## src/hdl/mm_ram.sv

```systemverilog
`timescale 1ns / 1ps
// ----------------------------------------------------------------------------
// Generic simple dual-port RAM
// One write port and one read port, with the read data registered.
// ----------------------------------------------------------------------------
module mm_ram #(
    parameter int WIDTH = 32,
    parameter int DEPTH = 64
) (
    input  logic                     clk,
    input  logic                     we,
    input  logic [$clog2(DEPTH)-1:0] waddr,
    input  logic [WIDTH-1:0]         wdata,
    input  logic [$clog2(DEPTH)-1:0] raddr,
    output logic [WIDTH-1:0]         rdata
);

    logic [WIDTH-1:0] mem [DEPTH];
    logic [WIDTH-1:0] rdata_reg;

    // Write port.
    always_ff @(posedge clk)
    begin
        if (we)
        begin
            mem[waddr] <= wdata;
        end
    end

    // Registered read port.
    always_ff @(posedge clk)
    begin
        rdata_reg <= mem[raddr];
    end

    assign rdata = rdata_reg;

endmodule

```

## config.mk

```make
export PLATFORM = sky130hd
export DESIGN_NAME = mm_ram
export DESIGN_NICKNAME = d
export VERILOG_FILES = /design/src/hdl/mm_ram.sv
export SDC_FILE = /design/constraint.sdc
export NUM_CORES = 2
export LEC_CHECK = 0
export BUFFER_PORTS_ARGS = -buffer_cell sky130_fd_sc_hd__buf_4
export CORE_AREA = 3 3 427 429
export DETAILED_ROUTE_END_ITERATION = 12
export DIE_AREA = 0 0 430 432
export GPL_TIMING_DRIVEN = 1
export PLACE_DENSITY = 0.66
export SLEW_MARGIN = 20
export SYNTH_ARGS = -nofsm -noshare
export SYNTH_HDL_FRONTEND = slang
export SYNTH_SLANG_ARGS = --single-unit
```

## constraint.sdc

```tcl
create_clock -name clk -period 5.25 [get_ports clk]
set_clock_uncertainty 0.2 [all_clocks]
set_input_delay 0.7875 -clock clk [delete_from_list [all_inputs] [get_ports clk]]
set_output_delay 0.7875 -clock clk [all_outputs]
set_load 0.02 [all_outputs]
```

After elaboration in Yosys (flattened, before gate mapping). Memories as Yosys holds them, arrays and structs flattened. A register that Yosys moved wholly into a read port is not among the register bits. Cells that the tools add are included.

Output and inout port bits: 32. Memory bits (writable): 2048. Bits of input ports: 46. Memories: 1. Flip-flop bits (word level): 0. Word-level logic and storage cells: 3.

Multiplexer cells: 2.

Memory list: mem (words 64, bits a word 32, read ports 1, clocked after memory_dff 1, write ports 1, RTL line 18) `logic [WIDTH-1:0] mem [DEPTH];`.

Operator list (count): 2-to-1 mux 1 bit (2).

Depth between registers and ports, before layout.
Word-level depth: 2. Mapped depth: 10. Gate-level depth less buffers: 5.

Worst setup path after synthesis. Ideal clock, no wire load.

Path kind: input port to flip-flop. From: in waddr[3]. To: mem mem[48][0], enable pin. Required time: 4.589 ns. Path slack: 1.103 ns. Buffers on the path: 1. Arrival time: 3.486 ns. Library setup time: 0.461 ns. Cell stages on the path: 4. Path through: clkbuf_1 -> nor2b_1 -> nand4b_1 -> nor3_1.

RTL lines: start, declared (RTL line 12) `input logic [$clog2(DEPTH)-1:0] waddr,`; end, declared (RTL line 18).

Straight into the memory's write port.

==> summary.txt <==
GP Congestion: 0.818
Routed vias/inst: 6.09
Top cell type's share of synthesized area: 78.3%
# DRC: 0
Gr usage total: 21.7%
Cell Area, Synth: 78500 um^2
Clk pwr share: 41.9%
Synthesized Nets: 3370
Worst-Skew Late Latency: 0.83 ns
Starting density of the core: 44.0%
Req. time, crit path: 5.69 ns
Crit end category: flip-flop
Die Span X: 430 um
IO buf count: 77
Antenna viol nets, final: 0
Pre-CTS WS: 0.967 ns
Grt ovf: 0
PD cells: 386 nW/um^2
Crit Reg-Reg Startpoint: mem[29][30]
Leak: 27.9 nW
Leading area contributor after synthesis: edfxtp_1
Most frequent cells in the layout: edfxtp_1 (2048), mux4_2 (544), clkbuf_16 (207)
Part of the power in registers: 53.2%
CP startpoint: raddr[1]
Internal power: 27.5 mW
Vias in the first global route: 37800
CTS sink cnt: 2080
Final min period: 3.48 ns
Switching Share: 20.8%
Number of post-CTS setup repair buffers: 0
Fraction of layout cells with a size suffix above 1: 30.8%
Comb pwr share: 4.9%
Max clock buf depth: 3
Worst Setup Slack, final: 1.77 ns
Pins Over Slew Limit: 0
DR vias: 37200
Max reg flops: 2048
Clk pin slew, worst setup/hold paths: 0.06 ns
Switching power: 7.23 mW
First-pass GRT wire length: 287 mm
Relative slew slack: 32.6%
Peak supply drop: 0.256 mV
Clock root cell: clkbuf_16
H-tree Lvls: 4
Max Cap Viol: 0
Core box area: 179000 um^2
Io pins: 78
Die span in y: 432 um
Crit path kind: input pin to flip-flop
Arr. time, crit path: 3.92 ns
HP Class: input pin to flip-flop
Pin count of the biggest net entering global routing: 75
TritonCTS clock tree: built
Final worst path period share: 66.3%
Total routed wirelength: 200 mm
Top cells by area, synth: edfxtp_1 (78%), mux4_2 (16%), mux2i_1 (1.2%)
Fillers: 13800
FFs w/ async S/R, synth: 0%
Fmax: 0.287 GHz
CTS Buf Count: 201
Setup TNS: 0 ns
Hold Vio Cnt, Final: 0
Area grow syn2layout: 14.5%
Number of synthesized flops with an enable pin: 2048
Drt initial violations: 5053
Maximum fanout along the worst path: 74
# setup viols final: 0
Unique masters post-synth: 34
Footprint of the multi-input gates: 16000 um^2
CTS Hold Bufs: 0
Area occupied by registers: 62100 um^2
PostCTS Resize Cnt: 0
Commonest non-fill, non-tap cell in the layout: edfxtp_1
Post-DP HPWL: 114 mm
Syn Area/Cell: 23.6 um^2
Run status: finished clean
Flop and latch count out of synthesis: 2080
Drt first pass iters: 5
Worst Tran Pin Value: 1.01 ns
Worst Hold Launch: wdata[17]
Seq/Total Area, Yosys: 79.1%
Avg WL per Cell: 32.8 um
Initial antenna violation count: 2
RSZ-0062 raised after global routing: no
Layout net count: 3623
Syn. warnings: 0
Post-synthesis cell count: 3324
Startpoint Class: input pin
Row Count: 155
Main flop type after synthesis: edfxtp_1
Die area: 186000 um^2
final cells by class:
cell class                 count  share of cell area [%]
clock inverter               115                    1.29
clock buffer                 263                    6.15
antenna                        3                 0.00835
sequential                  2080                    69.1
tap                         2355                    3.28
multi-input combinational   1062                    17.8
timing repair buffer         232                    2.41
through the flow:
| step | hold WS, ns | area (um^2) | power [mW] | util, % | cells |
|---|---|---|---|---|---|
| 6_report | 0.303 | 89900 | 34.7 | 50.3 | 6110 |
| 5_1_grt | 0.319 | 89900 | 35.7 | 50.3 | 6107 |
| 4_1_cts | 0.250 | 89900 | 35.0 | 50.3 | 6107 |
| 3_5_place_dp | 0.525 | 83200 | 20.5 | 46.6 | 5729 |
| 3_3_place_gp | 0.525 | 83200 | 20.5 | 46.6 | 5729 |
| 2_1_floorplan | 0.463 | 78500 | 19.7 | - | 3324 |
synthesized netlist by cell type, types with 2 or more instances:
cell type / number
clkbuf_1: 74
a311oi_1: 8
nand4_1: 2
nand2b_1: 8
buf_4: 25
nand3_1: 5
or3b_2: 3
nand2_1: 26
or3b_1: 2
o22ai_1: 84
a22oi_1: 12
and2_1: 2
nor3_1: 7
buf_6: 5
o221ai_1: 27
nand3b_1: 5
buf_2: 57
a41o_1: 4
nor2b_1: 15
dfxtp_1: 32
edfxtp_1: 2048
a21oi_1: 62
nor2_1: 137
and3_1: 4
buf_1: 21
or3_1: 3
mux2i_1: 93
o32ai_1: 4
mux4_2: 544
per-layer routing:
layer  global-route usage (%)  vias up  routed length (um)
met1                     31.2    20200               80900
met5                        0        -                   0
met3                     3.51      280               16900
li1                         -    14800                   -
met4                     6.81        0                5670
met2                     34.4     1939               96700
worst paths after layout:
| kind | endpoint | slack (ns) | cells past startpoint |
|---|---|---|---|
| max | rdata[30] | 1.77 | 7 |
| min | mem[40][17] | 0.30 | 1 |
| max reg2reg | rdata[30] | 2.64 | 4 |
| min reg2reg | rdata[4] | 0.53 | 4 |
power by group through the flow:
stage	Sequential (mW)	Combinational [mW]	Clock, mW
final	18.5	1.70	14.5
after global routing	18.5	1.80	15.4
after CTS	18.5	1.72	14.8
after detailed placement	18.8	1.71	0
after global placement	18.8	1.69	0
after floorplan	18.8	0.894	0
worst max-delay path: stages:
cell and delay (ns):
buf_8 0.52, buf_12 0.34, buf_4 0.29, mux4_2 0.34
mux4_2 0.52, o22ai_1 0.61, nor2_1 0.27
logic make-up after synthesis:
kind of cell	synth area share (%)
buffers and inverters	1.13
AND/OR/NAND/NOR	1.27
AO/OA/AOI/OAI	1.67
multiplexers	16.8
flip-flops	79.1
No activity file was read; power rests on OpenSTA's default activity.
