===== config.mk =====
export PLATFORM = sky130hd
export DESIGN_NAME = mm_mac
export DESIGN_NICKNAME = d
export VERILOG_FILES = /design/src/hdl/mm_pkg.sv /design/src/hdl/mm_mac.sv
export SDC_FILE = /design/constraint.sdc
export NUM_CORES = 2
export LEC_CHECK = 0
export ABC_AREA = 1
export BUFFER_PORTS_ARGS = -buffer_cell sky130_fd_sc_hd__clkbuf_2
export CAP_MARGIN = 25
export CORE_UTILIZATION = 45
export DETAILED_ROUTE_END_ITERATION = 6
export SLEW_MARGIN = 20
export SYNTH_ARGS = -nofsm -noshare
export SYNTH_HDL_FRONTEND = slang
export SYNTH_SLANG_ARGS = --single-unit

===== constraint.sdc =====
create_clock -name clk -period 3.3 [get_ports clk]
set_input_delay 0.165 -clock clk [delete_from_list [all_inputs] [get_ports clk]]
set_output_delay 0.165 -clock clk [all_outputs]
set_load 0.01 [all_outputs]

===== src/hdl/mm_pkg.sv =====
`timescale 1ns / 1ps
// ----------------------------------------------------------------------------
// Matrix multiply package
// Shared constants, request and register codes, and the tag that travels
// with each multiply operand pair down the datapath.
// ----------------------------------------------------------------------------
package mm_pkg;

    // Matrix geometry.
    localparam int MAX_DIM = 8;
    localparam int DIM_W   = $clog2(MAX_DIM);
    localparam int ADDR_W  = 2 * DIM_W;
    localparam int DEPTH   = MAX_DIM * MAX_DIM;

    // Configuration registers.
    localparam int CFG_W     = 4;
    localparam int CFG_IDX_W = 2;
    localparam logic [CFG_W-1:0] DIM_RESET = CFG_W'(MAX_DIM);

    // Arithmetic widths: Q16.16 operands, exact Q32.32 products.
    localparam int VALUE_W = 32;
    localparam int FRAC_W  = 16;
    localparam int PROD_W  = 2 * VALUE_W;
    localparam int ACC_W   = PROD_W + $clog2(MAX_DIM);

    typedef enum logic [1:0] {
        REQ_LOAD_A  = 2'd0,
        REQ_LOAD_B  = 2'd1,
        REQ_COMPUTE = 2'd2,
        REQ_UNUSED  = 2'd3
    } req_t;

    typedef enum logic [CFG_IDX_W-1:0] {
        CFG_A_ROWS = 2'd0,
        CFG_A_COLS = 2'd1,
        CFG_B_ROWS = 2'd2,
        CFG_B_COLS = 2'd3
    } cfg_idx_t;

    typedef enum logic [1:0] {
        ST_IDLE,
        ST_RUN,
        ST_DRAIN
    } state_t;

    typedef enum logic {
        STATUS_OK       = 1'b0,
        STATUS_MISMATCH = 1'b1
    } status_t;

    // Control tag for one multiply step.
    typedef struct packed {
        logic             valid;
        logic             err;
        logic             first;
        logic             last_k;
        logic             last;
        logic [DIM_W-1:0] row;
        logic [DIM_W-1:0] col;
    } tag_t;

    // Highest loop index for a dimension register: zero acts as one,
    // anything above the maximum acts as the maximum.
    function automatic logic [DIM_W-1:0] last_index(input logic [CFG_W-1:0] dim);
        logic [CFG_W-1:0] lim;
        if (dim == '0)
        begin
            lim = CFG_W'(1);
        end
        else if (dim > CFG_W'(MAX_DIM))
        begin
            lim = CFG_W'(MAX_DIM);
        end
        else
        begin
            lim = dim;
        end
        lim = lim - CFG_W'(1);
        return lim[DIM_W-1:0];
    endfunction

endpackage


===== src/hdl/mm_mac.sv =====
`timescale 1ns / 1ps
// ----------------------------------------------------------------------------
// Matrix multiply MAC datapath
// Multiplies the two store read words, accumulates the exact products of
// one dot product, and registers the saturated Q16.16 result word.
// ----------------------------------------------------------------------------
module mm_mac (
    input  logic                          clk,
    input  logic                          rst_n,
    input  mm_pkg::tag_t                  issue,
    input  logic [mm_pkg::VALUE_W-1:0]    a_rdata,
    input  logic [mm_pkg::VALUE_W-1:0]    b_rdata,
    output logic                          pipe_busy,
    output logic                          strobe,
    output logic signed [mm_pkg::VALUE_W-1:0] prod_value,
    output logic [mm_pkg::DIM_W-1:0]      prod_row,
    output logic [mm_pkg::DIM_W-1:0]      prod_col,
    output logic                          status,
    output logic                          last
);

    localparam int SAT_LO = mm_pkg::FRAC_W + mm_pkg::VALUE_W - 1;

    mm_pkg::tag_t s1_reg, s2_reg;
    logic signed [mm_pkg::PROD_W-1:0] p_reg;
    logic signed [mm_pkg::ACC_W-1:0]  acc_reg, acc_next;
    logic signed [mm_pkg::ACC_W-1:0]  p_ext;
    logic [mm_pkg::ACC_W-1:SAT_LO]    sat_bits;
    logic signed [mm_pkg::VALUE_W-1:0] sat_value;
    logic strobe_reg;
    logic signed [mm_pkg::VALUE_W-1:0] value_reg;
    logic [mm_pkg::DIM_W-1:0] row_reg, col_reg;
    logic status_reg, last_reg;

    // Tag pipeline, aligned with read data and then with the product.
    always_ff @(posedge clk or negedge rst_n)
    begin
        if (!rst_n)
        begin
            s1_reg <= '0;
            s2_reg <= '0;
        end
        else
        begin
            s1_reg <= issue;
            s2_reg <= s1_reg;
        end
    end

    // Product register.
    always_ff @(posedge clk)
    begin
        p_reg <= signed'(a_rdata) * signed'(b_rdata);
    end

    // Accumulate; the first step of a dot product restarts the sum.
    assign p_ext    = mm_pkg::ACC_W'(p_reg);
    assign acc_next = (s2_reg.first ? '0 : acc_reg) + p_ext;

    always_ff @(posedge clk)
    begin
        if (s2_reg.valid)
        begin
            acc_reg <= acc_next;
        end
    end

    // Drop the fraction bits (floor) and clamp to the signed word range.
    assign sat_bits = acc_next[mm_pkg::ACC_W-1:SAT_LO];
    always_comb
    begin
        if ((&sat_bits) || !(|sat_bits))
        begin
            sat_value = acc_next[SAT_LO:mm_pkg::FRAC_W];
        end
        else if (acc_next[mm_pkg::ACC_W-1])
        begin
            sat_value = {1'b1, {(mm_pkg::VALUE_W-1){1'b0}}};
        end
        else
        begin
            sat_value = {1'b0, {(mm_pkg::VALUE_W-1){1'b1}}};
        end
    end

    // Result word strobe.
    always_ff @(posedge clk or negedge rst_n)
    begin
        if (!rst_n)
        begin
            strobe_reg <= 1'b0;
        end
        else
        begin
            strobe_reg <= s2_reg.valid && s2_reg.last_k;
        end
    end

    // Result word payload; an error word carries zeros.
    always_ff @(posedge clk)
    begin
        if (s2_reg.valid && s2_reg.last_k)
        begin
            value_reg  <= s2_reg.err ? '0 : sat_value;
            row_reg    <= s2_reg.err ? '0 : s2_reg.row;
            col_reg    <= s2_reg.err ? '0 : s2_reg.col;
            status_reg <= s2_reg.err ? mm_pkg::STATUS_MISMATCH : mm_pkg::STATUS_OK;
            last_reg   <= s2_reg.last;
        end
    end

    assign pipe_busy  = s1_reg.valid || s2_reg.valid;
    assign strobe     = strobe_reg;
    assign prod_value = value_reg;
    assign prod_row   = row_reg;
    assign prod_col   = col_reg;
    assign status     = status_reg;
    assign last       = last_reg;

    // A word is strobed only after the closing step of a dot product.
    a_strobe_src: assert property (@(posedge clk) disable iff (!rst_n)
        strobe_reg |-> $past(s2_reg.valid && s2_reg.last_k))
        else $error("result word without closing step");

    // An error word is zero-valued and closes the run.
    a_err_word: assert property (@(posedge clk) disable iff (!rst_n)
        strobe_reg && status_reg == mm_pkg::STATUS_MISMATCH
        |-> value_reg == '0 && last_reg)
        else $error("malformed error word");

    // Steps move through the tag pipeline without gaps or inventions.
    a_tag_flow: assert property (@(posedge clk) disable iff (!rst_n)
        s1_reg.valid |=> s2_reg.valid)
        else $error("step lost in tag pipeline");

endmodule


# == After elaboration in Yosys (flattened, before gate mapping) ==
# Index checks and enable logic that the tools add are counted.
# W data, S select, Z words.
# classes
addsub,1
mux,4
multipliers,1
reduce_logical,6
# op_table
cell,count
$add A67 B67 Y67,1
$mux W67,1
$mul A32 B32 Y64,1
$mux W32,2
$reduce_and A20 Y1,1
$reduce_or A20 Y1,1
$logic_or A1 B1 Y1,2
$logic_and A1 B1 Y1,1
$logic_not A1 Y1,1
$mux W1,1
# word_totals
out_inout_bits,42
inputBits,77
word_cells,34
ff_bits,194

# == Depth between registers and ports, before layout ==
# depth
ltp_word,6
ltp_mapped,31
mapped_depth_nobuf,30

# == Worst setup path before layout ==
# Ideal clock, no wire load.
# synth_timing
path_type,input-to-reg
start,input port a_rdata[31] (netlist bit)
end,register p_reg[62] (netlist bit)
path_stages,31
arrival_time_ps,7193
path_buffers,1
required_ps,3228
setup_time_ps,72
path_slack_ps,-3964
cell_sequence,clkbuf_1 nand2_1 inv_1 fa_1 inv_1 fa_1 fa_1 inv_1 fa_1 inv_1 fa_1 inv_1 fa_1 inv_1 fa_1 inv_1 fa_1 ha_1 nand2_1 nor2_1 inv_1 nor2_1 inv_1 nor2_1 inv_1 nor3_1 nand2_1 o211ai_1 a21oi_1 o21ai_0 xor2_1
# synth_via
elab_chain_len,1
# synth_lines
element,line,source
start: declaration,mm_mac.sv:11,"input logic [mm_pkg::VALUE_W-1:0] a_rdata,"
$mul A32 B32 Y64,mm_mac.sv:53,p_reg <= signed'(a_rdata) * signed'(b_rdata);
end signal: assignment,mm_mac.sv:53,
end: declaration,mm_mac.sv:25,logic signed [mm_pkg::PROD_W-1:0] p_reg;
# No other way between the ends.
# A chain may end at the register's enable or synchronous reset.

# == Worst setup path in the final report ==
# Same ends and word-level chain as after synthesis.

==> results by group <==
Outcome
  – Status: complete, but fails checks
  – Failing checks: setup timing

Setup path
  – Critical R2R Capture: prod_value[0]$_SDFFCE_PP0P_
  – CP max-delay cell: fa_2
  – Crit path top cell by count: fa_1
  – Crit. End Element: flop
  – WP data required: 3650 ps
  – Flop2flop setup slack: -410 ps
  – Crit path launch type: input pin
  – Worst stage delay on the critical path: 630 ps
  – FF-to-FF Start: s2_reg[8]$_DFF_PN0_
  – Worst path top cell family by delay: adder cells
  – Maximum net fanout on the critical path: 8
  – Crit path DAT: 7010 ps
  – R2R cell count: 21
  – CP bufs+invs: 7
  – Critical path type: input pin to flop

Synthesis
  – Register area share after synthesis: 0.102
  – Share of the synthesized area in the top cell type: 0.438
  – Flops & latches, synth: 194
  – Synth async-reset ratio: 0.119
  – Post-synthesis compound-gate area fraction: 0.0332
  – Post-synthesis mux area share: 0
  – Synth Net Count: 7752
  – Cell taking the most area after synthesis: fa_1
  – XOR/XNOR Fraction of Synth Area: 0.0211
  – Largest family of logic cells by synthesized area: adder cells
  – Syn. warnings: 0
  – Synthesized area: 49500 um^2
  – Post-synth EDFFs: 107
  – Simple-gate share of the synthesized area: 0.175
  – Netlist cell types: 45
  – Synthesized area per cell: 7.81 um^2
  – Fraction of the mapped netlist area in adder cells: 0.501
  – Most common flop cell mapped by yosys: edfxtp_1
  – Synth area leaders: fa_1 44%, inv_1 15%, nand2_1 13%
  – Cells after synthesis: 6342

Global route
  – First-pass GRT wire length: 242000 um
  – Vias in the first global route: 44800
  – Initial antenna violation count: 1
  – GR Util All Layers: 0.278
  – Largest net degree at the start of global routing: 69
  – Congestion Overflow GR: 0

Clocking
  – Clk_lat worst skew: 480 ps
  – TritonCTS Buffers: 17
  – Clock transition at path regs: 80 ps
  – Sinks on the clock net: 194
  – H-tree levels: 4
  – CTS tree: yes
  – CTS Buffer Depth: 2
  – Root Buffer: clkbuf_16

Cells and area
  – Final Util: 0.618
  – Layout area overhead: 36.2%
  – Total Nets Final: 8718
  – Fillcell total: 9245
  – Max reg flops: 67
  – Share of layout cells above drive strength 1: 0.301
  – Non-filler instance count after layout: 8736
  – Commonest non-fill, non-tap cell in the layout: inv_1
  – Most frequent cells in the layout: 1875 x inv_1, 1491 x nand2_1, 1007 x fa_1

Timing
  – Hold Fails Final Rpt: 0
  – Fmax: 150 MHz
  – Max_slew headroom: 0.313
  – Tcrit/Tclk final: 2.02
  – Pins Over Slew Limit: 0
  – Min Tclk post-route: 6660 ps
  – Clock skew: 18.9 ps
  – Unrepaired setup endpoints after global routing: true
  – Setup violators final: 89
  – Final setup margin: -3360 ps
  – Actual slew at the worst max-slew pin: 1030 ps

Routing
  – Met2 WL: 76700 um
  – Routed wire length: 154000 um
  – WL met1: 63600 um
  – ANT nets after route: 0
  – Top sig layer: met4
  – Via-to-Cell Ratio: 4.84
  – Wire per inst: 17.6 um
  – Met3 wire len: 7860 um
  – DR iter-0 viols: 2579
  – DRC Markers: 0
  – Detailed-route via count: 42300
  – Total iterations of the first detailed-routing run: 7

Die
  – Chip height: 334 um
  – Die area: 111000 um^2
  – Initial Util: 0.454
  – Core footprint: 109000 um^2
  – Die W: 334 um
  – Ports: 119
  – FP Rows: 121

Place
  – Dpl cells: 8473
  – Detailed placer's ending HPWL: 124000 um
  – GPL Wtd Cong: 0.947
  – IO Port Bufs: 118

Min path
  – Hold Crit Class: input pin to async pin

Job
  – Max Cap Viol: 0
[worst reg2reg max path, stage by stage (launching register included)]
cell and delay (ps):
dfrtp_2 540, buf_12 210, buf_12 190, buf_8 130
nor2_1 50, ha_1 300, buf_4 170, a21oi_2 160
o21ai_1 130, a21oi_1 160, nand2_1 80, a21oi_1 150
buf_4 160, nand4_1 100, nand2_2 100, nand2_2 70
nor2_4 120, nand3_4 120, nand3_4 140, buf_6 140
clkbuf_16 170, a21oi_1 70
[synthesized netlist by cell type (5+ instances only)]
| cell type | instances |
|---|---|
| o21a_1 | 7 |
| nor2_2 | 21 |
| nand3_1 | 52 |
| nand2_1 | 1745 |
| or2_2 | 9 |
| inv_1 | 1980 |
| edfxtp_1 | 107 |
| dfxtp_1 | 64 |
| a21oi_1 | 166 |
| a31oi_1 | 19 |
| nor4_1 | 7 |
| clkbuf_1 | 203 |
| xor2_1 | 80 |
| fa_1 | 1083 |
| nand4_1 | 10 |
| nand3_2 | 8 |
| nand3b_1 | 8 |
| o21ai_0 | 60 |
| and3_1 | 10 |
| dfrtp_1 | 23 |
| nand2_2 | 19 |
| nor2_1 | 302 |
| a21oi_2 | 17 |
| inv_2 | 6 |
| nor3_1 | 7 |
| ha_1 | 250 |
| xnor2_1 | 39 |
| a21o_1 | 5 |
[metal layers]
metal | vias to the layer above | global-route usage
li1 | 19700 | -
met1 | 21100 | 0.365
met2 | 1184 | 0.490
met3 | 267 | 0.0272
met4 | 0 | 0.0756
met5 | - | 0
[worst max-delay path by stage]
stage                   endpoint  cells past startpoint  slack, ps        start
4_1_cts        p_reg[62]$_DFF_P_                     34      -3190  a_rdata[31]
3_3_place_gp   p_reg[60]$_DFF_P_                     28      -4100   b_rdata[7]
5_1_grt        p_reg[62]$_DFF_P_                     32      -3570  a_rdata[31]
2_1_floorplan  p_reg[62]$_DFF_P_                     31      -3620   b_rdata[7]
3_5_place_dp   p_reg[60]$_DFF_P_                     28      -4140   b_rdata[7]
6_report       p_reg[62]$_DFF_P_                     25      -3360  a_rdata[31]
[layout make-up]
type                    instances  area [um^2]  share of cell area
clock inverters                14          175             0.00260
well taps                    1414         1770              0.0262
clock buffers                  18          450             0.00668
repair buffers               1153        11200               0.165
multi-input cells            3955        41300               0.613
diodes                          1         2.50           0.0000371
inverters                    1987         7470               0.111
flip-flops and latches        194         5070              0.0752
[stage by stage]
stage / TNS (ps) / hold slack [ps] / setup WS, ps / cell area (um^2)
2_1_floorplan: -137060 / -131 / -3620 / 51000
3_3_place_gp: -199810 / 173 / -4100 / 59000
3_5_place_dp: -202480 / 180 / -4140 / 59000
4_1_cts: -156820 / 199 / -3190 / 63700
5_1_grt: -179640 / 254 / -3570 / 67400
6_report: -164830 / 208 / -3360 / 67400
[logic make-up (layout without fill, tap and decap cells)]
group | after synthesis | after routing
compound gates | 294 | 294
fa+ha+maj | 1333 | 1333
other cells | 0 | 1
xor+xnor | 119 | 119
buf+inv | 2196 | 3172
flops | 194 | 194
simple gates | 2206 | 2209
[what timing repair did]
| action | 4_1_cts | 5_1_grt |
|---|---|---|
| setup endpoints to repair | 89 | 95 |
| gates resized for setup | 628 | 737 |
| hold endpoints to repair | 34 | 0 |
| cloned | 22 | 10 |
| setup buffers | 128 | 103 |
| pin swaps | 348 | 398 |
| hold buffers | 12 | 0 |
Power is not shown: default switching activity piles up to over one toggle a cycle in this logic, so the estimate is an artifact.
