**config.mk**
```make
export PLATFORM = sky130hd
export DESIGN_NAME = mm_seq
export DESIGN_NICKNAME = d
export VERILOG_FILES = /design/src/hdl/mm_pkg.sv /design/src/hdl/mm_seq.sv
export SDC_FILE = /design/constraint.sdc
export NUM_CORES = 1
export LEC_CHECK = 0
export BUFFER_PORTS_ARGS = -buffer_cell sky130_fd_sc_hd__buf_4
export CELL_PAD_IN_SITES_DETAIL_PLACEMENT = 1
export CELL_PAD_IN_SITES_GLOBAL_PLACEMENT = 1
export CORE_UTILIZATION = 29
export CTS_CLUSTER_SIZE = 25
export DETAILED_ROUTE_END_ITERATION = 10
export HOLD_SLACK_MARGIN = 0.08
export PLACE_DENSITY = 0.78
export SLEW_MARGIN = 20
export SYNTH_ARGS = -nofsm -noshare
export SYNTH_HDL_FRONTEND = slang
export SYNTH_SLANG_ARGS = --single-unit
export TNS_END_PERCENT = 5
```
**constraint.sdc**
```tcl
create_clock -name clk -period 2.63 [get_ports clk]
set_clock_uncertainty 0.1 [all_clocks]
set_input_delay 0.526 -clock clk [delete_from_list [all_inputs] [get_ports clk]]
set_output_delay 0.526 -clock clk [all_outputs]
set_load 0.01 [all_outputs]
```
**src/hdl/mm_pkg.sv**
```systemverilog
`timescale 1ns / 1ps
// ----------------------------------------------------------------------------
// Matrix multiply package
// Shared constants, request and register codes, and the tag that travels
// with each multiply operand pair down the datapath.
// ----------------------------------------------------------------------------
package mm_pkg;

    // Matrix geometry.
    localparam int MAX_DIM = 8;
    localparam int DIM_W   = $clog2(MAX_DIM);
    localparam int ADDR_W  = 2 * DIM_W;
    localparam int DEPTH   = MAX_DIM * MAX_DIM;

    // Configuration registers.
    localparam int CFG_W     = 4;
    localparam int CFG_IDX_W = 2;
    localparam logic [CFG_W-1:0] DIM_RESET = CFG_W'(MAX_DIM);

    // Arithmetic widths: Q16.16 operands, exact Q32.32 products.
    localparam int VALUE_W = 32;
    localparam int FRAC_W  = 16;
    localparam int PROD_W  = 2 * VALUE_W;
    localparam int ACC_W   = PROD_W + $clog2(MAX_DIM);

    typedef enum logic [1:0] {
        REQ_LOAD_A  = 2'd0,
        REQ_LOAD_B  = 2'd1,
        REQ_COMPUTE = 2'd2,
        REQ_UNUSED  = 2'd3
    } req_t;

    typedef enum logic [CFG_IDX_W-1:0] {
        CFG_A_ROWS = 2'd0,
        CFG_A_COLS = 2'd1,
        CFG_B_ROWS = 2'd2,
        CFG_B_COLS = 2'd3
    } cfg_idx_t;

    typedef enum logic [1:0] {
        ST_IDLE,
        ST_RUN,
        ST_DRAIN
    } state_t;

    typedef enum logic {
        STATUS_OK       = 1'b0,
        STATUS_MISMATCH = 1'b1
    } status_t;

    // Control tag for one multiply step.
    typedef struct packed {
        logic             valid;
        logic             err;
        logic             first;
        logic             last_k;
        logic             last;
        logic [DIM_W-1:0] row;
        logic [DIM_W-1:0] col;
    } tag_t;

    // Highest loop index for a dimension register: zero acts as one,
    // anything above the maximum acts as the maximum.
    function automatic logic [DIM_W-1:0] last_index(input logic [CFG_W-1:0] dim);
        logic [CFG_W-1:0] lim;
        if (dim == '0)
        begin
            lim = CFG_W'(1);
        end
        else if (dim > CFG_W'(MAX_DIM))
        begin
            lim = CFG_W'(MAX_DIM);
        end
        else
        begin
            lim = dim;
        end
        lim = lim - CFG_W'(1);
        return lim[DIM_W-1:0];
    endfunction

endpackage

```
**src/hdl/mm_seq.sv**
```systemverilog
`timescale 1ns / 1ps
// ----------------------------------------------------------------------------
// Matrix multiply sequencer
// Walks the row, column and inner indices of a compute run, drives the
// read addresses of both stores and issues a tag for each multiply step.
// ----------------------------------------------------------------------------
module mm_seq (
    input  logic                        clk,
    input  logic                        rst_n,
    input  logic                        start,
    input  logic [1:0]                  req_type,
    input  logic [mm_pkg::CFG_W-1:0]    a_rows,
    input  logic [mm_pkg::CFG_W-1:0]    a_cols,
    input  logic [mm_pkg::CFG_W-1:0]    b_rows,
    input  logic [mm_pkg::CFG_W-1:0]    b_cols,
    input  logic                        pipe_busy,
    output logic                        busy,
    output logic [mm_pkg::ADDR_W-1:0]   a_raddr,
    output logic [mm_pkg::ADDR_W-1:0]   b_raddr,
    output mm_pkg::tag_t                issue
);

    mm_pkg::state_t state_reg, state_next;
    logic [mm_pkg::DIM_W-1:0] i_reg, i_next;
    logic [mm_pkg::DIM_W-1:0] j_reg, j_next;
    logic [mm_pkg::DIM_W-1:0] k_reg, k_next;
    logic [mm_pkg::DIM_W-1:0] i_last, j_last, k_last;
    logic compute_req, mismatch, at_k_end, at_final;

    assign i_last = mm_pkg::last_index(a_rows);
    assign j_last = mm_pkg::last_index(b_cols);
    assign k_last = mm_pkg::last_index(a_cols);

    assign compute_req = start && (req_type == mm_pkg::REQ_COMPUTE);
    assign mismatch    = (a_cols != b_rows);
    assign at_k_end    = (k_reg == k_last);
    assign at_final    = at_k_end && (j_reg == j_last) && (i_reg == i_last);

    // State register and loop counters.
    always_ff @(posedge clk or negedge rst_n)
    begin
        if (!rst_n)
        begin
            state_reg <= mm_pkg::ST_IDLE;
            i_reg     <= '0;
            j_reg     <= '0;
            k_reg     <= '0;
        end
        else
        begin
            state_reg <= state_next;
            i_reg     <= i_next;
            j_reg     <= j_next;
            k_reg     <= k_next;
        end
    end

    // Next state.
    always_comb
    begin
        state_next = state_reg;
        unique case (state_reg)
            mm_pkg::ST_IDLE:
            begin
                if (compute_req)
                begin
                    state_next = mismatch ? mm_pkg::ST_DRAIN : mm_pkg::ST_RUN;
                end
            end
            mm_pkg::ST_RUN:
            begin
                if (at_final)
                begin
                    state_next = mm_pkg::ST_DRAIN;
                end
            end
            mm_pkg::ST_DRAIN:
            begin
                if (!pipe_busy)
                begin
                    state_next = mm_pkg::ST_IDLE;
                end
            end
            default:
            begin
                state_next = mm_pkg::ST_IDLE;
            end
        endcase
    end

    // Counter advance: inner index fastest, then column, then row.
    always_comb
    begin
        i_next = i_reg;
        j_next = j_reg;
        k_next = k_reg;
        if (state_reg != mm_pkg::ST_RUN)
        begin
            i_next = '0;
            j_next = '0;
            k_next = '0;
        end
        else if (!at_k_end)
        begin
            k_next = k_reg + 1'b1;
        end
        else
        begin
            k_next = '0;
            if (j_reg != j_last)
            begin
                j_next = j_reg + 1'b1;
            end
            else
            begin
                j_next = '0;
                i_next = i_reg + 1'b1;
            end
        end
    end

    // Outputs: addresses, busy and the step tag.
    always_comb
    begin
        issue = '0;
        unique case (state_reg)
            mm_pkg::ST_IDLE:
            begin
                issue.valid  = compute_req && mismatch;
                issue.err    = 1'b1;
                issue.first  = 1'b1;
                issue.last_k = 1'b1;
                issue.last   = 1'b1;
            end
            mm_pkg::ST_RUN:
            begin
                issue.valid  = 1'b1;
                issue.first  = (k_reg == '0);
                issue.last_k = at_k_end;
                issue.last   = at_final;
                issue.row    = i_reg;
                issue.col    = j_reg;
            end
            mm_pkg::ST_DRAIN:
            begin
                issue = '0;
            end
            default:
            begin
                issue = '0;
            end
        endcase
    end

    assign busy    = (state_reg != mm_pkg::ST_IDLE);
    assign a_raddr = {i_reg, k_reg};
    assign b_raddr = {k_reg, j_reg};

    // An error word is issued once and the run then only drains.
    a_err_drain: assert property (@(posedge clk) disable iff (!rst_n)
        issue.valid && issue.err |=> state_reg == mm_pkg::ST_DRAIN)
        else $error("error word not followed by drain");

    // The final step of a run hands over to the drain state.
    a_final_drain: assert property (@(posedge clk) disable iff (!rst_n)
        state_reg == mm_pkg::ST_RUN && at_final |=> state_reg == mm_pkg::ST_DRAIN)
        else $error("run did not end after final step");

    // Busy only drops once the datapath holds no more steps.
    a_busy_fall: assert property (@(posedge clk) disable iff (!rst_n)
        $fell(busy) |-> $past(!pipe_busy))
        else $error("busy fell with steps in flight");

endmodule

```
# Yosys cells after proc, flatten, opt, wreduce, memory -nomap -nowiden
# Index checks and enable logic that the tools add are counted.
[totals] register_bits=11 inputBits=22 output_inout_bits=24 word_cells=62
[op_classes] n_addsub=6 magnitude_cmp=3 n_eq_ne=13 muxes=23 reduce_logical=13
[op_table] op="$mux 3" n=14
[op_table] op="$gt 4x4->1 const B" n=3
[op_table] op="$logic_not 4->1" n=3
[op_table] op="$add 3x1->3 const B" n=3
[op_table] op="$eq 3x3->1" n=3
[op_table] op="$sub 3x1->3 const B" n=3
[op_table] op="$mux 2" n=4
[op_table] op="$ne 2x2->1 const B" n=4
[op_table] op="$mux 6" n=1
[op_table] op="$pmux 2 s3" n=1
[op_table] op="$pmux 3 s2" n=1
[op_table] op="$eq 2x2->1 const B" n=2
[op_table] op="$logic_and 1x1->1" n=4
[op_table] op="$ne 4x4->1" n=1
[op_table] op="$reduce_bool 2->1" n=2
[op_table] op="$logic_not 3->1" n=1
[op_table] op="$ne 3x3->1" n=1
[op_table] op="$reduce_and 3->1" n=1
[op_table] op="$eq 2x1->1 const B" n=1
[op_table] op="$logic_not 2->1" n=1
[op_table] op="$ne 2x1->1 const B" n=1
[op_table] op="$pmux 1 s2" n=1
[op_table] op="$reduce_and 2->1" n=1
[op_table] op="$mux 1" n=1

# Longest topological paths before layout
# Gate-level depths: netlist (run 1).
[depth] depth_word=9 ltp_mapped=9 ltp_nobuf=8

# Worst setup path before layout (run 1)
# No wires, ideal clock.
[synth_path] kind="input-to-output" startpoint="input port a_cols[1] in the netlist's numbering" endpoint="output port issue[6] in the netlist's numbering" arrival_ns=2.241 required_time_ns=2.004 setup_slack_ns=-0.237 stages=9 n_path_buf=1 cell_sequence="o21ba_2 -> or2_2 -> ha_1 -> xor2_1 -> xnor2_1 -> o211ai_1 -> clkbuf_1 -> nor2_1 -> a31o_2"
[synth_rtl] item="start, declared" line="mm_seq.sv:13" rtl="input logic [mm_pkg::CFG_W-1:0] a_cols,"
[synth_rtl] item="end, declared" line="mm_seq.sv:20" rtl="output mm_pkg::tag_t issue"

==> impl_metrics.json, run 1 <==
{
  "vias": 1022,
  "die_h_um": 58.8,
  "ff2ff_setup_slack_ns": 0.35,
  "grt_max_degree": 14,
  "yosysMostFrequentCell": "nand2_1",
  "rows": 20,
  "die_area_um2": 3460,
  "hold-path-cell-count": 1,
  "drv_slew": 0,
  "fmax_ghz": 0.359,
  "worst_slack_ns": -0.157,
  "area_growth_pct": 66.1,
  "ir_worst_vdd_v": 0.000288,
  "synthTopCellsByArea": "dfrtp_1 (29%), ha_1 (9.3%), xnor2_1 (7.5%)",
  "p_leak_uw": 0.000740,
  "synth_top_area_cell": "dfrtp_1",
  "rr_startpoint": "k_reg[2]$_DFF_PN0_",
  "synth_fp_nets": 139,
  "path_class": "in2out",
  "ys_ff_latch": 11,
  "grt_pass1_wl_um": 4690,
  "rsz0062_at_grt": "yes",
  "hp-start": "j_reg[0]$_DFFE_PN0P_",
  "synth_cells": 110,
  "clock-sinks": 11,
  "p_seq_share_pct": 27.0,
  "max_stage_delay_ns": 0.51,
  "pre_cts_ws_ns": -0.190,
  "syn_avg_cell_area_um2": 8.52,
  "clockBufferDepth": 2,
  "wirelength_um": 2990,
  "switching_power_uw": 499,
  "cts_root_buffer": "clkbuf_4",
  "synth_top_area_share_pct": 29.4,
  "antenna_found_initial": 0,
  "finalHoldViolations": 0,
  "worstReg2RegEnd": "i_reg[2]$_DFFE_PN0P_",
  "cp-start-kind": "primary input",
  "powerDensity_nw_per_um2": 777,
  "critPathMaxFanout": 2,
  "violations": "setup timing",
  "finalPower_uw": 1210,
  "die_w_um": 58.8,
  "synthArstFlopShare_pct": 100,
  "viasPerCell": 4.75,
  "min_path_type": "reg2reg",
  "reg2regPathDepth": 8,
  "ys_top_cells_by_count": "nand2_1 (13), dfrtp_1 (11), xnor2_1 (8)",
  "initial_core_util_pct": 30.7,
  "place_area_um2": 1460,
  "setup_violations": 3,
  "grt_pass1_vias": 1042,
  "yosys_warnings": 0,
  "end_kind": "primary output",
  "drc_errors": 0,
  "status": "finished with violations",
  "track_usage_pct": 17.8,
  "cts_tree": "yes",
  "path_clk_slew_ns": 0.07,
  "internal_power_uw": 710,
  "drive_above_1_share_pct": 46.8,
  "cp_top_family": "simple AND/OR/NAND/NOR gates",
  "crit_chain": "buf_8, o21bai_4, nand2_2, ha_4, xnor2_2, xnor2_1, or4b_4, nor2_4, a31o_4, buf_6",
  "dp_hpwl_um": 2360,
  "io_buffers": 45,
  "synth_edf_count": 0,
  "seq_area_um2": 275,
  "slew_headroom_pct": 73.0,
  "clk_latency_ns": 0.27,
  "ctsHtreeMaxLevel": 1,
  "tightest_slew_ns": 0.403,
  "multi_input_area_um2": 691,
  "hold_path_end": "j_reg[0]$_DFFE_PN0P_",
  "gp_congestion": 0.779,
  "drt_iter0_markers": 7,
  "cp.required_ns": 2.00,
  "cp.buffers_inverters": 2,
  "synth.yosys.seq_area_share_pct": 29.4,
  "wl_per_cell_um": 13.9,
  "core_um2": 3050,
  "n_antenna_cell": 0,
  "final_cells": 215,
  "p_clk_share_pct": 9.8,
  "synth.distinct_cells": 33,
  "drt.antenna.violating_nets": 0,
  "fin_nets": 201,
  "post-route-period-util_pct": 106,
  "ios": 46,
  "fill_cells": 391,
  "min_period_ns": 2.79,
  "syn_area_um2": 937,
  "cts_made_buffers": 3,
  "combPwrFrac_pct": 63.2,
  "drv_cap": 0,
  "ys.flop_type": "dfrtp_1",
  "final_cell_area_um2": 1560,
  "tns_ns": -0.328,
  "crit_arrival_ns": 2.16,
  "placed_cells": 208,
  "p_sw_share_pct": 41.3,
  "drt_first_pass_iters": 4,
  "cpMaxStageDelayCell": "or4b_4",
  "overflow": 0
}
[cells by family (layout without fill, tap and decap cells)]
group	count (synthesis)	count (layout)	synth area share, %
adders and majority gates	7	7	9.35
DFF	11	11	29.4
and+or+nand+nor	45	45	25.9
muxes	2	2	2.27
buffers and inverters	12	73	6.01
xor gates and xnor gates	15	15	14.0
AOI/OAI and AO/OA	18	18	13.1
[through the flow]
stage	hold slack [ns]	utilization (%)
2_1_floorplan	0.130	-
3_3_place_gp	0.267	47.9
3_5_place_dp	0.274	47.9
4_1_cts	0.502	50.3
5_1_grt	0.540	51.0
6_report	0.490	51.0
[layout make-up]
class,count,area share [%]
timing repair buffer,62,31.0
clock buffer,4,1.69
inverter,7,1.69
multi-input combinational,87,44.4
tap,44,3.54
sequential,11,17.7
[worst register-to-register path, stage by stage (launching register included)]
cell and delay, ns:
dfrtp_1 0.46, xor2_2 0.21, xnor2_1 0.16, o211ai_1 0.20, buf_4 0.19, buf_4 0.13
buf_4 0.13, or4_1 0.49, a21oi_2 0.15
[timing repair]
item / CTS / global route
setup buffers: 1 / 1
pin swaps: 3 / 2
hold buffers: 1 / 0
endpoints found under the setup margin: 2 / 3
gates resized for setup: 6 / 5
hold endpoints to repair: 11 / 0
[power by group through the flow]
stage	combinational, µW	sequential [µW]	clock, µW
final	764	327	118
after detailed placement	731	329	0
after global routing	835	341	127
after CTS	757	331	124
after floorplan	396	332	0
after global placement	702	324	0
[metal layers]
layer,wire length (µm),GRT usage (%)
met5,0,0
met1,1190,19.6
met3,129,1.32
met4,19,6.12
met2,1650,35.2
[worst max-delay path by stage]
stage | from | endpoint | slack, ns | cells after the start
2_1_floorplan | b_cols[1] | issue[6] | 0.02 | 8
3_3_place_gp | b_cols[1] | issue[6] | -0.16 | 10
3_5_place_dp | b_cols[1] | issue[6] | -0.19 | 10
4_1_cts | b_cols[1] | issue[6] | -0.14 | 10
5_1_grt | b_cols[1] | issue[6] | -0.20 | 10
6_report | b_cols[1] | issue[6] | -0.16 | 10
[cell usage in the layout (no fill, tap or decap), types with 2 or more instances in the layout]
| master | netlist | routed |
|---|---|---|
| a21oi_1 | 5 | 4 |
| and2_1 | 4 | 4 |
| buf_4 | 3 | 58 |
| buf_6 | 0 | 2 |
| clkbuf_4 | 0 | 3 |
| dfrtp_1 | 11 | 11 |
| ha_1 | 7 | 5 |
| ha_4 | 0 | 2 |
| inv_1 | 7 | 7 |
| nand2_1 | 13 | 11 |
| nand2_2 | 0 | 2 |
| nand2b_1 | 3 | 3 |
| nand3_1 | 2 | 2 |
| nor2_1 | 7 | 6 |
| nor2b_1 | 4 | 4 |
| nor3_1 | 2 | 2 |
| o211ai_1 | 3 | 3 |
| o21ai_1 | 0 | 2 |
| o31ai_1 | 2 | 2 |
| or4_1 | 2 | 2 |
| xnor2_1 | 8 | 7 |
| xor2_1 | 7 | 6 |
Power figures use the tool's default switching activity.
==> run 2: changes to the inputs <==
--- a/config.mk
+++ b/config.mk
@@ -8,11 +8,11 @@
 export BUFFER_PORTS_ARGS = -buffer_cell sky130_fd_sc_hd__buf_4
 export CELL_PAD_IN_SITES_DETAIL_PLACEMENT = 1
 export CELL_PAD_IN_SITES_GLOBAL_PLACEMENT = 1
-export CORE_UTILIZATION = 29
+export CORE_UTILIZATION = 32
 export CTS_CLUSTER_SIZE = 25
 export DETAILED_ROUTE_END_ITERATION = 10
 export HOLD_SLACK_MARGIN = 0.08
-export PLACE_DENSITY = 0.78
+export PLACE_DENSITY = 0.81
 export SLEW_MARGIN = 20
 export SYNTH_ARGS = -nofsm -noshare
 export SYNTH_HDL_FRONTEND = slang
==> constraint.sdc (replaced) <==
create_clock -name clk -period 3.2 [get_ports clk]
set_clock_uncertainty 0.1 [all_clocks]
set_input_delay 0.64 -clock clk [delete_from_list [all_inputs] [get_ports clk]]
set_output_delay 0.64 -clock clk [all_outputs]
set_load 0.01 [all_outputs]
==> run 2 against run 1 <==
The flow now finishes without violations; highest routed layer unchanged; clock-buffer cell count is the same; core utilization fell by 0.12 points; design area shrank 9.9%; critical endpoint unchanged; sequential cell count did not move; via count decreased by 3.2%; clock power fell by 17%; critical path type unchanged; worst hold slack got worse by 0.40 ns; setup slack better by 0.20 ns.
==> impl_metrics.json, run 2 (same netlist as run 1, synthesis figures left out) <==
{
  "p_clk_share_pct": 10.3,
  "cpMaxStageDelayCell": "or4b_4",
  "vias": 989,
  "crit_arrival_ns": 2.42,
  "cp_top_family": "simple AND/OR/NAND/NOR gates",
  "wirelength_um": 2700,
  "grt_pass1_wl_um": 4500,
  "ctsHtreeMaxLevel": 1,
  "final_cells": 191,
  "mostFrequentLayoutCells": "buf_4 (51), nand2_1 (13), dfrtp_1 (11)",
  "global_route.usage.met2_pct": 34.0,
  "cp.buffers_inverters": 2,
  "drt.antenna.violating_nets": 0,
  "worst_slack_ns": 0.0443,
  "track_usage_pct": 18.2,
  "p_sw_share_pct": 41.4,
  "reg2regPathDepth": 8,
  "switching_power_uw": 395,
  "placed_cells": 185,
  "end_kind": "primary output",
  "rows": 19,
  "grt_max_degree": 14,
  "drt_first_pass_iters": 4,
  "critPathMaxFanout": 2,
  "p_seq_share_pct": 27.7,
  "top_usage_layer": "met2",
  "ir_worst_vdd_v": 0.000470,
  "internal_power_uw": 560,
  "clk_latency_ns": 0.27,
  "worstReg2RegEnd": "i_reg[2]$_DFFE_PN0P_",
  "antenna_found_initial": 0,
  "clock-sinks": 11,
  "core_um2": 2760,
  "clockBufferDepth": 2,
  "viasPerCell": 5.18,
  "ios": 46,
  "dp_hpwl_um": 2130,
  "grt_use_met1_pct": 20.7,
  "grt_pass1_vias": 995,
  "drc_errors": 0,
  "post-route-period-util_pct": 98.6,
  "die_area_um2": 3150,
  "n_antenna_cell": 0,
  "drv_cap": 0,
  "cts_root_buffer": "clkbuf_4",
  "rr_startpoint": "k_reg[2]$_DFF_PN0_",
  "io_buffers": 45,
  "wl_per_cell_um": 14.1,
  "cts_made_buffers": 3,
  "status": "complete, no violations",
  "p_leak_uw": 0.000669,
  "path_class": "in2out",
  "finalPower_uw": 954,
  "overflow": 0,
  "path_clk_slew_ns": 0.08,
  "drv_slew": 0,
  "area_growth_pct": 49.7,
  "fin_nets": 190,
  "cp.required_ns": 2.46,
  "tns_ns": 0,
  "slew_headroom_pct": 47.8,
  "fmax_ghz": 0.317,
  "setup_violations": 0,
  "gr-usage-met3_pct": 2.56,
  "cp-start-kind": "primary input",
  "crit_chain": "buf_4, o21bai_4, nand2_1, ha_2, xnor2_1, xnor2_1, or4b_4, nor2_4, a31o_2, buf_4",
  "drt_iter0_markers": 18,
  "max_stage_delay_ns": 0.56,
  "combPwrFrac_pct": 62.0,
  "pre_cts_ws_ns": -0.0478,
  "finalHoldViolations": 0,
  "ff2ff_setup_slack_ns": 0.90,
  "die_w_um": 56.1,
  "die_h_um": 56.1,
  "powerDensity_nw_per_um2": 680,
  "ctsHoldBuffers": 0,
  "final_common_cell": "buf_4",
  "tightest_slew_ns": 0.782,
  "min_period_ns": 3.16,
  "initial_core_util_pct": 34.0,
  "gp_congestion": 0.712,
  "cts_tree": "yes",
  "min_path_type": "in2async",
  "drive_above_1_share_pct": 41.9
}
run 2: cell count changes in the layout (fill, tap and decap cells not counted), moves of 2 or more:
cell / before / now
nand2_1: 11 / 13
o21ai_0: 0 / 2
o21ai_1: 2 / 0
nand2_2: 2 / 0
buf_4: 58 / 51
buf_6: 2 / 0
run 2: worst reg2reg max path, delay by kind of cell, from the launching register on:
kind | cells | cell delay (ns)
xor+xnor | 2 | 0.36
flops | 1 | 0.46
simple gates | 1 | 0.48
compound gates | 2 | 0.35
buf+inv | 3 | 0.47
run 2: repair_timing:
action                     CTS  global route
hold endpoints to repair     0             0
buffers inserted             1             1
pin swaps                    0             2
setup endpoints to repair    2             2
gates resized for setup      2             7
run 2: routing by layer:
metal	vias to the layer above	wire length [µm]
met5	-	0
met4	0	58
met3	7	133
met2	33	1510
met1	474	995
li1	475	-
run 2: worst max path at each step:
| stage | from | to | slack [ns] | cells past startpoint |
|---|---|---|---|---|
| global placement | b_cols[1] | issue[6] | 0.02 | 10 |
| finish | b_cols[1] | issue[6] | 0.04 | 10 |
| CTS | a_cols[1] | issue[7] | 0.004 | 10 |
| detailed placement | b_cols[1] | issue[6] | -0.05 | 10 |
| floorplan | a_cols[1] | issue[6] | 0.11 | 9 |
| global route | b_cols[1] | issue[6] | -0.004 | 10 |
run 2: final cells by class:
class	instances	area [µm²]
repair buffers	51	383
flip-flops and latches	11	275
inverters	7	26.3
multi-input cells	87	653
clock buffers	4	26.3
fillers	334	1360
well taps	31	38.8
run 2: power by group through the flow:
stage          logic (µW)  registers, µW  clock network, µW
3_5_place_dp          567            267                  0
4_1_cts               580            266                101
6_report              592            265               98.3
5_1_grt               649            277                111
3_3_place_gp          537            265                  0
2_1_floorplan         310            273                  0
run 2: metrics by stage:
stage | utilization [%] | instance area, µm² | hold slack [ns]
final | 50.9 | 1400 | 0.0877
after global routing | 50.9 | 1400 | 0.0833
after CTS | 49.4 | 1360 | 0.0919
after detailed placement | 47.6 | 1310 | 0.387
after global placement | 47.6 | 1310 | 0.380
after floorplan | - | 937 | 0.244
